File: config.mk
export PLATFORM = sky130hd
export DESIGN_NAME = tmwf_ctrl
export DESIGN_NICKNAME = d
export VERILOG_FILES = /design/src/sv/tmwf_pkg.sv /design/src/sv/tmwf_ctrl.sv
export SDC_FILE = /design/constraint.sdc
export NUM_CORES = 1
export LEC_CHECK = 0
export ABC_AREA = 0
export BUFFER_PORTS_ARGS = -buffer_cell sky130_fd_sc_hd__buf_2
export CELL_PAD_IN_SITES_DETAIL_PLACEMENT = 1
export CELL_PAD_IN_SITES_GLOBAL_PLACEMENT = 2
export CORE_AREA = 2 2 39 41
export CTS_BUF_LIST = sky130_fd_sc_hd__clkbuf_8
export CTS_CLUSTER_DIAMETER = 30
export DETAILED_ROUTE_END_ITERATION = 7
export DIE_AREA = 0 0 41 43
export PLACE_DENSITY = 0.54
export RECOVER_POWER = 100
export SLEW_MARGIN = 15
export SYNTH_ARGS = -nofsm -noshare
export SYNTH_HDL_FRONTEND = slang
export SYNTH_SLANG_ARGS = --single-unit
File: constraint.sdc
create_clock -name clk -period 3.7 [get_ports clk]
set_input_delay 0.555 -clock clk [delete_from_list [all_inputs] [get_ports clk]]
set_output_delay 0.555 -clock clk [all_outputs]
set_load 0.02 [all_outputs]
File: src/sv/tmwf_pkg.sv
// Shared constants, types and exit-choice functions of the triangle maze wall follower.
`default_nettype none
package tmwf_pkg;

  localparam int MAX_ROWS  = 64;
  localparam int MAX_COLS  = 64;
  localparam int POS_W     = 7;
  localparam int CFG_W     = 7;
  localparam int ROW_IDX_W = $clog2(MAX_ROWS);
  localparam int COL_IDX_W = $clog2(MAX_COLS);
  localparam int CELL_W    = 3;
  localparam int DEPTH     = MAX_ROWS * MAX_COLS;
  localparam int ADDR_W    = $clog2(DEPTH);
  localparam int APB_AW    = 3;
  localparam int APB_DW    = 32;
  localparam int IN_DW     = 24;
  localparam int OUT_DW    = 16;

  // actions
  localparam logic [1:0] ACT_WRITE = 2'd0;
  localparam logic [1:0] ACT_START = 2'd1;
  localparam logic [1:0] ACT_STEP  = 2'd2;

  // wall / exit codes
  localparam logic [1:0] EXIT_L  = 2'd0;
  localparam logic [1:0] EXIT_R  = 2'd1;
  localparam logic [1:0] EXIT_TB = 2'd2;

  // result status
  localparam logic [1:0] STAT_IN     = 2'd0;
  localparam logic [1:0] STAT_LEFT   = 2'd1;
  localparam logic [1:0] STAT_REJECT = 2'd2;

  // register index
  localparam logic REG_ROWS = 1'b0;
  localparam logic REG_COLS = 1'b1;

  localparam logic [POS_W-1:0] ONE_POS  = POS_W'(1);
  localparam logic [POS_W-1:0] MAX_ROWP = POS_W'(MAX_ROWS);
  localparam logic [POS_W-1:0] MAX_COLP = POS_W'(MAX_COLS);

  typedef enum logic [1:0] {
    ST_IDLE,
    ST_START,
    ST_STEP
  } ctrl_state_t;

  typedef struct packed {
    logic accept;
    logic start_commit;
    logic step_commit;
  } ctrl_cmd_t;

  typedef struct packed {
    logic slot_free;
  } dp_status_t;

  function automatic logic [ADDR_W-1:0] cell_addr(input logic [POS_W-1:0] r,
                                                  input logic [POS_W-1:0] c);
    logic [ROW_IDX_W-1:0] ri;
    logic [COL_IDX_W-1:0] ci;
    ri = ROW_IDX_W'(r - ONE_POS);
    ci = COL_IDX_W'(c - ONE_POS);
    return ADDR_W'(ADDR_W'(ri) * ADDR_W'(MAX_COLS) + ADDR_W'(ci));
  endfunction

  function automatic logic [1:0] pick3(input logic [CELL_W-1:0] code,
                                       input logic [1:0] w0,
                                       input logic [1:0] w1,
                                       input logic [1:0] w2);
    if (!code[w0]) return w0;
    if (!code[w1]) return w1;
    return w2;
  endfunction

  function automatic logic [1:0] choose_exit(input logic [CELL_W-1:0] code,
                                             input logic a,
                                             input logic [1:0] prev);
    logic [1:0] ex;
    case (prev)
      EXIT_R:  ex = a ? pick3(code, EXIT_R, EXIT_TB, EXIT_L)
                      : pick3(code, EXIT_TB, EXIT_R, EXIT_L);
      EXIT_L:  ex = a ? pick3(code, EXIT_TB, EXIT_L, EXIT_R)
                      : pick3(code, EXIT_L, EXIT_TB, EXIT_R);
      default: ex = a ? pick3(code, EXIT_L, EXIT_R, EXIT_TB)
                      : pick3(code, EXIT_R, EXIT_L, EXIT_TB);
    endcase
    return ex;
  endfunction

endpackage
`default_nettype wire

File: src/sv/tmwf_ctrl.sv
// Controller: sequences accept, start and step commits.
`default_nettype none
module tmwf_ctrl
  import tmwf_pkg::*;
(
  input  wire logic       clk,
  input  wire logic       rst,
  input  wire logic       s_axis_tvalid,
  input  wire logic [1:0] s_axis_tuser,
  output logic            s_axis_tready,
  input  wire dp_status_t status,
  output ctrl_cmd_t       cmd
);

  ctrl_state_t state, state_next;

  always_comb begin
    state_next = state;
    unique case (state)
      ST_IDLE: begin
        if (s_axis_tvalid) begin
          if (s_axis_tuser == ACT_START)     state_next = ST_START;
          else if (s_axis_tuser == ACT_STEP) state_next = ST_STEP;
        end
      end
      ST_START, ST_STEP: begin
        if (status.slot_free) state_next = ST_IDLE;
      end
      default: state_next = ST_IDLE;
    endcase
  end

  always_comb begin
    s_axis_tready    = (state == ST_IDLE);
    cmd.accept       = (state == ST_IDLE) && s_axis_tvalid;
    cmd.start_commit = (state == ST_START) && status.slot_free;
    cmd.step_commit  = (state == ST_STEP) && status.slot_free;
  end

  always_ff @(posedge clk) begin
    if (rst) state <= ST_IDLE;
    else     state <= state_next;
  end

  a_step_reads: assert property (@(posedge clk) disable iff (rst)
    (cmd.accept && s_axis_tuser == ACT_STEP) |=> (state == ST_STEP))
    else $error("step word did not enter the step state");

  a_hold_stall: assert property (@(posedge clk) disable iff (rst)
    (state == ST_STEP && !status.slot_free) |=> (state == ST_STEP && !s_axis_tready))
    else $error("step dropped while result slot busy");

endmodule
`default_nettype wire

# Word level (Yosys, flattened, before mapping)
# Index checks and enable logic that the tools add are counted.
# word_totals
ff_bits	2
latch_bits	0
mem_bits_rw	0
romBits	0
inputBits	6
out_inout_bits	4
wordCells	19
memories	0
# op_classes
n_addsub	0
multipliers	0
div_mod_pow	0
n_lt_le_gt_ge	0
n_eq_ne	7
shift	0
muxes	5
bitwise	0
n_reduce_logical	6
# op_table
cell	n
$mux 2	4
$eq 2x1->1 const B	2
$eq 2x2->1 const B	2
$ne 2x2->1 const B	2
$pmux 2 s2	1
$logic_and 1x1->1	3
$ne 3x1->1 const B	1
$reduce_and 3->1	1
$logic_not 2->1	1
$reduce_or 2->1	1

# Depth between registers and ports, before layout
# Gate-level depths: netlist of the first run.
# depth
depth_word	5
ltp_mapped	5
mapped_depth_nobuf	5

# Worst setup path before layout of the first run
# No wires, ideal clock.
# synth_path
path_kind	flip-flop to output port
start	register state[0]
end	output port cmd[2] (netlist bit)
arrival_time_ns	0.995
t_required_ns	3.145
path_slack_ns	2.150
stages_incl_launch_ff	4
path_buffers	0
cell_sequence	dfxtp_1 inv_1 ha_1 and2_1
# synth_rtl
item	line_no	source
start, declared	tmwf_ctrl.sv:15	ctrl_state_t state, state_next;
start signal, assigned	tmwf_ctrl.sv:42	else state <= state_next;
end, declared	tmwf_ctrl.sv:12	output ctrl_cmd_t cmd

==> results of run 1 <==
report_power, final:
group          internal, mW  total, mW  leakage (nW)  switching (mW)
clock network        0.0689     0.0872        0.0216          0.0183
registers            0.0232     0.0246        0.0163         0.00138
logic                0.0103     0.0251        0.0837          0.0148
total                 0.102      0.137         0.122          0.0345
cells by family after synthesis:
kind of cell / Yosys count / synth area share, %
and+or+nand+nor: 13 / 40.79
DFF: 2 / 21.05
adders and majority gates: 3 / 19.74
AOI/OAI and AO/OA: 3 / 12.50
buffers and inverters: 3 / 5.921
critical path, cell delays in order (launching register included):
cell and delay, ns:
dfxtp_1 0.32, inv_1 0.09, ha_1 0.27, and2_1 0.15, clkbuf_1 0.23
cells in the final DEF (no fill, tap or decap), types with 2 or more instances in the layout:
master | Yosys | routed
nand2_1 | 3 | 3
clkbuf_1 | 0 | 4
buf_2 | 0 | 5
dfxtp_1 | 2 | 2
and2_1 | 3 | 3
inv_1 | 3 | 3
clkbuf_8 | 0 | 3
ha_1 | 3 | 3
area by class of cell:
| cell class | count | area share (%) |
|---|---|---|
| Sequential cell | 2 | 13.85 |
| Timing Repair Buffer | 9 | 13.85 |
| Multi-Input combinational cell | 19 | 47.19 |
| Inverter | 3 | 3.896 |
| Tap cell | 16 | 6.926 |
| Clock buffer | 3 | 14.29 |
routing by layer:
metal / up-vias / part of all wire (%) / track usage, %
li1: 107 / - / -
met1: 97 / 42 / 10.22
met2: 11 / 47 / 12.50
met3: 2 / 8.1 / 1.571
met4: 0 / 3.1 / 6.000
met5: - / 0 / 0
per-stage QoR:
stage                     cells  instance area, µm²  setup slack, ns  util [%]  total power, mW
after floorplan              24               190.2            2.150         -          0.04140
final                        52               289.0            1.875     20.89           0.1369
after detailed placement     49               255.2            2.047     18.44          0.05179
after global placement       49               255.2            2.082     18.44          0.05057
after CTS                    52               296.5            1.874     21.43           0.1411
after global routing         52               289.0            1.789     20.89           0.1452
worst max-delay path by stage:
stage                           from               endpoint  slack [ns]
4_1_cts        state[0]$_SDFFE_PP0P_                 cmd[2]        1.87
5_1_grt        state[0]$_SDFFE_PP0P_                 cmd[2]        1.79
3_5_place_dp   state[0]$_SDFFE_PP0P_  state[0]$_SDFFE_PP0P_        2.05
3_3_place_gp   state[0]$_SDFFE_PP0P_  state[0]$_SDFFE_PP0P_        2.08
6_report       state[0]$_SDFFE_PP0P_                 cmd[2]        1.88
2_1_floorplan  state[0]$_SDFFE_PP0P_                 cmd[2]        2.15
==> results.ini, run 1 <==
[clock_network]
h-tree-depth=1
tritoncts=done
clock_sinks=2
hold_buffers=0
path_clk_slew_ns=0.03
cts_buffers=3
cts_resized=0
clock_path_buffers=2
clock_latency_ns=0.21
post_cts_buffers=0
cts_root_buffer=clkbuf_8

[drt]
wire_per_inst_um=10.40
num_vias=217
ant_nets=0
drt-initial-drc-count=3
drc=0
viasPerCell=4.173
routed_wl_um=541
first_pass_iters=4

[floorplanning]
die_h_um=43
die_x_um=41
rows=14
core-area_um2=1384
boundaryPins=10
die_area_um2=1763
start_util_pct=13.74

[timing]
setup_viol=0
fin_tns_setup_ns=0
finalCritPeriodShare_pct=49.31
hold_ws_ns=0.5202
finalCriticalPeriod_ns=1.825
max_freq_mhz=548.1
slew_violations=0
tightestPinTransition_ns=0.2496
slew_headroom_pct=83.21
hold_violations=0
rsz0062_at_grt=false
fin_skew_ns=0.002590

[cells_and_area]
drive_gt1_share_pct=25.00
antenna_cells=0
fin_nets=47
fillCellCount=177
multi_input_area_um2=136.4
area_delta_synth_final_pct=51.97
area.sequential_um2=40.04
largest_register_ffs=2
regMostFlops=state
top_regs=state (2)

[synthesis]
syn_area_per_cell_um2=7.924
yosysTopAreaCell=dfxtp_1
ys_seq_area_share_pct=21.05
synth_seq_cells=2
synth-main-ff-cell=dfxtp_1
async_flop_share_pct=0
synth_edf_count=0
synth_top_area_share_pct=21.05
yosys-top-cells-area=dfxtp_1 21%, ha_1 20%, and2_1 9.9%, inv_1 5.9%, nand2_1 5.9%
synth_cells=24
synthesis.nets=33
yosysWarnings=0
synthesis.area_um2=190.2
synth_common_cells=3 x and2_1, 3 x ha_1, 3 x inv_1, 3 x nand2_1, 2 x dfxtp_1
yosysUniqueCellTypes=15

[setup_path]
cp_max_fo=6
reg2reg_from=state[0]$_SDFFE_PP0P_
reg2reg_to=state[0]$_SDFFE_PP0P_
critical_path_class=reg -> out
reg2regPathDepth=5
startpoint_type=flip-flop
end_kind=output pin
critPathArrivalTime_ns=1.27
required_ns=3.14
r2r_setup_slack_ns=2.07

[placed_design]
routabilityCongestion=0.7176
port_buffers=9

[min_path]
min_from=state[0]$_SDFFE_PP0P_
holdCritPathClass=reg -> reg
hold_depth=2
hold_end=state[0]$_SDFFE_PP0P_

[outcome]
status=finished clean

[power_and_ir_drop]
powerDensity_nw_per_um2=473.6
leakagePower_nw=0.1216
irDropWorstVdd_v=0.0001455

[grt]
grt_pass1_wl_um=979
grt-ovfl-total=0
antenna_found_initial=0
grt_max_degree=7
grt_usage_pct=8.417
grt_pass1_vias=234

[job]
maxCapViolations=0

No activity file was read; power rests on OpenSTA's default activity.
==> run 2, diff against run 1 <==
--- a/config.mk
+++ b/config.mk
@@ -14,7 +14,7 @@
 export CTS_CLUSTER_DIAMETER = 30
 export DETAILED_ROUTE_END_ITERATION = 7
 export DIE_AREA = 0 0 41 43
-export PLACE_DENSITY = 0.54
+export PLACE_DENSITY = 0.56
 export RECOVER_POWER = 100
 export SLEW_MARGIN = 15
 export SYNTH_ARGS = -nofsm -noshare
==> constraint.sdc (replaced) <==
create_clock -name clk -period 1.49 [get_ports clk]
set_input_delay 0.2235 -clock clk [delete_from_list [all_inputs] [get_ports clk]]
set_output_delay 0.2235 -clock clk [all_outputs]
set_load 0.02 [all_outputs]
==> run 2 against run 1 <==
- sequential power is 150% higher
- first-iteration DRC count stayed put
- register-to-register slack worse by 2.0 ns
- critical path depth is 1 higher
- highest routed layer is now met3
==> results.ini, run 2 (synthesis results as in run 1) <==
[setup_path]
critPathArrivalTime_ns=1.57
reg2reg_to=state[0]$_SDFFE_PP0P_
reg2reg_from=state[1]$_SDFFE_PP0P_
required_ns=1.61
critical_path_class=reg -> reg
end_kind=flip-flop
cp_max_fo=2
reg2regPathDepth=5
startpoint_type=flip-flop
r2r_setup_slack_ns=0.04

[floorplanning]
die_x_um=41
rows=14
die_h_um=43
core-area_um2=1384
boundaryPins=10
die_area_um2=1763
start_util_pct=13.74

[cells_and_area]
area_delta_synth_final_pct=90.13
final_core_util_pct=26.13
layout_commonest_cell=buf_2
fin_nets=53
drive_gt1_share_pct=59.52
regMostFlops=state
final_cell_mix=9 x buf_2, 6 x buf_4, 3 x and2_1, 3 x nand2_1, 3 x clkbuf_8
largest_register_ffs=2
antenna_cells=0
top_regs=state (2)

[clock_network]
clock_latency_ns=0.21
tritoncts=done
clock_path_buffers=2
cts_root_buffer=clkbuf_8
path_clk_slew_ns=0.03
cts_buffers=3
h-tree-depth=1
clock_sinks=2
hold_buffers=0

[timing]
rsz0062_at_grt=true
finalCriticalPeriod_ns=1.448
max_freq_mhz=690.7
hold_violations=0
slew_violations=0
fin_tns_setup_ns=0
tightestPinTransition_ns=0.2307
finalCritPeriodShare_pct=97.17
setup_viol=0
slew_headroom_pct=84.48
fin_skew_ns=0.001160
hold_ws_ns=0.1827
fin_ws_ns=0.04211

[min_path]
hold_depth=2
holdCritPathClass=in -> reg
min_from=rst
hold_end=state[0]$_SDFFE_PP0P_

[grt]
grt-ovfl-total=0
antenna_found_initial=0
grt_max_degree=7
grt_pass1_vias=232
grt_usage_pct=8.108
grt_pass1_wl_um=931

[placed_design]
routabilityCongestion=0.6838
place_ws_ns=-0.06194
place_hpwl_um=470.1
port_buffers=9

[drt]
first_pass_iters=2
ant_nets=0
routed_wl_um=564
num_vias=227
drt-initial-drc-count=3
viasPerCell=3.914
wire_per_inst_um=9.724
drc=0

[power_and_ir_drop]
powerDensity_nw_per_um2=996.1
leakagePower_nw=0.1686
irDropWorstVdd_v=0.0003225

[outcome]
status=finished clean

[job]
maxCapViolations=0

## run 2: changes by cell type in the layout (fill, tap and decap cells not counted), sizes merged
cell / change
buf: +10
clkbuf: -4
## run 2: final cells by class
| type | count | area, µm² |
|---|---|---|
| Fill cell | 166 | 1022 |
| Multi-Input combinational cell | 19 | 156.4 |
| Timing Repair Buffer | 15 | 90.09 |
| Sequential cell | 2 | 42.54 |
| Clock buffer | 3 | 41.29 |
| Tap cell | 16 | 20.02 |
| Inverter | 3 | 11.26 |
## run 2: routing by layer
layer / share of wire (%) / vias to the layer above / GRT usage [%] / routed length (µm)
met5: 0 / - / 0 / 0
met2: 51 / 8 / 12.50 / 287
met3: 5.9 / 0 / 1.571 / 33
met4: 0 / 0 / 4.000 / 0
met1: 43 / 100 / 10.19 / 243
li1: - / 119 / - / -
## run 2: worst max path at each step
stage | startpoint | to | slack [ns] | cells past startpoint
finish | state[1]$_SDFFE_PP0P_ | state[0]$_SDFFE_PP0P_ | 0.04 | 5
global route | state[1]$_SDFFE_PP0P_ | state[0]$_SDFFE_PP0P_ | -0.02 | 5
CTS | state[1]$_SDFFE_PP0P_ | state[0]$_SDFFE_PP0P_ | 0.01 | 5
detailed placement | state[1]$_SDFFE_PP0P_ | state[0]$_SDFFE_PP0P_ | -0.06 | 5
global placement | state[1]$_SDFFE_PP0P_ | state[0]$_SDFFE_PP0P_ | -0.04 | 5
floorplan | state[1]$_SDFFE_PP0P_ | state[0]$_SDFFE_PP0P_ | 0.002 | 5
## run 2: through the flow
stage,cell area (µm²),std cells,total power [mW]
after floorplan,197.7,24,0.1058
after global placement,300.3,54,0.1409
after detailed placement,300.3,54,0.1437
after CTS,354.1,57,0.3651
after global routing,361.6,58,0.3834
final,361.6,58,0.3602
## run 2: timing repair
item,4_1_cts,5_1_grt
gates resized for setup,2,1
setup endpoints to repair,1,1
setup buffers,0,1
pin swaps,3,3
## run 2: critical path, stage by stage, from the launching register on
cell and delay, ns:
dfxtp_2 0.32, inv_2 0.05, ha_4 0.23, nor2b_4 0.12
or4b_1 0.46, a31oi_1 0.18
## run 2: power by group
part	leakage, nW	internal (mW)	switching (mW)	total [mW]
clock network	0.0216	0.170	0.0373	0.208
registers	0.0172	0.0583	0.00242	0.0608
logic	0.130	0.0477	0.0440	0.0917
==> run 3, diff against run 2 <==
--- a/config.mk
+++ b/config.mk
@@ -16,6 +16,7 @@
 export DIE_AREA = 0 0 41 43
 export PLACE_DENSITY = 0.56
 export RECOVER_POWER = 100
+export REMOVE_ABC_BUFFERS = 1
 export SLEW_MARGIN = 15
 export SYNTH_ARGS = -nofsm -noshare
 export SYNTH_HDL_FRONTEND = slang
==> run 3 against run 2 <==
- register-to-register slack better by 0.03 ns
- clock power barely moved
- final cell count is 1.7% lower
- wire length grew 3.2%
- critical path depth stayed put
- largest power group unchanged
==> results.ini, run 3 (synthesis results as in run 1) <==
[outcome]
status=finished clean

[cells_and_area]
drive_gt1_share_pct=51.22
fin_nets=52
layout_commonest_cell=buf_2
final_cell_mix=5 x buf_2, 4 x buf_4
regMostFlops=state
antenna_cells=0
final_area_um2=347.8
top_regs=state (2)
fillCellCount=176
area_delta_synth_final_pct=82.90
largest_register_ffs=2

[drt]
num_vias=240
first_pass_iters=2
routed_wl_um=582
viasPerCell=4.211
ant_nets=0
wire_per_inst_um=10.21
drt-initial-drc-count=2
drc=0

[grt]
grt_usage_pct=8.108
grt_pass1_vias=240
grt-ovfl-total=0
grt_max_degree=7
antenna_found_initial=0
grt_pass1_wl_um=959

[floorplanning]
rows=14
boundaryPins=10
die_h_um=43
die_area_um2=1763
core-area_um2=1384
start_util_pct=13.74
die_x_um=41

[placed_design]
place_ws_ns=-0.06866
postPlaceCellArea_um2=292.8
port_buffers=9
routabilityCongestion=0.7071
place_hpwl_um=470

[clock_network]
h-tree-depth=1
clock_sinks=2
path_clk_slew_ns=0.03
tritoncts=done
cts_buffers=3
clock_path_buffers=2
clock_latency_ns=0.21
cts_root_buffer=clkbuf_8

[power_and_ir_drop]
intPower_mw=0.2711
p_switching_mw=0.08532
leakagePower_nw=0.1527
powerDensity_nw_per_um2=1025
comb_power_share_pct=24.4
share_seq_of_total_power_pct=17.0
irDropWorstVdd_v=0.0003778
clkPwrFrac_pct=58.6
p_sw_share_pct=23.94

[setup_path]
critical_path_class=reg -> reg
crit_chain=inv_2 -> ha_4 -> nor2b_4 -> or4b_1 -> a31oi_1
path_buf_inv=1
end_kind=flip-flop
cp_slowest_cell=or4b_1
startpoint_type=flip-flop
cp_top_family=simple AND/OR/NAND/NOR gates
cp_max_fo=2
required_ns=1.61
critPathArrivalTime_ns=1.54
slowest_delay_ns=0.47

[timing]
max_freq_mhz=704.5
rsz0062_at_grt=false
slew_violations=0
setup_viol=0
fin_skew_ns=0.001564
fin_ws_ns=0.07048
hold_violations=0
fin_tns_setup_ns=0
finalCriticalPeriod_ns=1.420
tightestPinTransition_ns=0.2531
slew_headroom_pct=83.20
finalCritPeriodShare_pct=95.27

[min_path]
holdCritPathClass=in -> reg

[job]
maxCapViolations=0

## run 3: changes by cell type in the layout (fill, tap and decap cells not counted)
cell / change
clkbuf_2: +2
buf_2: -4
clkbuf_1: +3
buf_4: -2
## run 3: worst register-to-register path: stages, from the launching register on
cell     delay, ns
dfxtp_2       0.32
inv_2         0.05
ha_4          0.23
nor2b_4       0.12
or4b_1        0.47
a31oi_1       0.15
## run 3: metal layers
layer  vias up  wire length, µm  part of all wire (%)  GRT usage [%]
met3         0               43                   7.4          1.571
met4         0                0                     0          4.000
li1        119                -                     -              -
met5         -                0                     0              0
met2         8              275                    47          12.50
met1       113              263                    45          10.19
## run 3: stage by stage
step | hold slack [ns] | total power [mW] | instances | util (%)
2_1_floorplan | 0.2929 | 0.1028 | 24 | -
3_3_place_gp | 0.4041 | 0.1381 | 54 | 21.16
3_5_place_dp | 0.4063 | 0.1407 | 54 | 21.16
4_1_cts | 0.1834 | 0.3658 | 57 | 25.59
5_1_grt | 0.1856 | 0.3786 | 57 | 25.14
6_report | 0.1880 | 0.3564 | 57 | 25.14
## run 3: area by class of cell
| type | instances | area (µm²) | share of cell area (%) |
|---|---|---|---|
| multi-input combinational | 19 | 156.4 | 44.96 |
| inverter | 3 | 11.26 | 3.237 |
| sequential | 2 | 42.54 | 12.23 |
| tap | 16 | 20.02 | 5.755 |
| clock buffer | 3 | 41.29 | 11.87 |
| timing repair buffer | 14 | 76.32 | 21.94 |
## run 3: power by group through the flow
stage | sequential (mW) | clock (mW) | combinational, mW
2_1_floorplan | 0.0606 | 0 | 0.0422
3_3_place_gp | 0.0597 | 0 | 0.0784
3_5_place_dp | 0.0600 | 0 | 0.0807
4_1_cts | 0.0603 | 0.215 | 0.0908
5_1_grt | 0.0612 | 0.221 | 0.0967
6_report | 0.0607 | 0.209 | 0.0869
## run 3: worst paths after layout
kind | slack (ns) | cells after the start | from | endpoint
setup reg to reg | 0.07 | 5 | state[1]$_SDFFE_PP0P_ | state[0]$_SDFFE_PP0P_
hold reg to reg | 0.62 | 3 | state[0]$_SDFFE_PP0P_ | state[0]$_SDFFE_PP0P_
setup / recovery | 0.07 | 5 | state[1]$_SDFFE_PP0P_ | state[0]$_SDFFE_PP0P_
hold / removal | 0.19 | 2 | rst | state[0]$_SDFFE_PP0P_
## run 3: repair_timing
item / in CTS / in global routing
setup endpoints to repair: 1 / 1
resized for setup: 5 / 1
hold buffers: 0 / 0
gates cloned: 0 / 0
setup buffers: 0 / 0
pin swaps: 3 / 1
hold endpoints to repair: 0 / 0
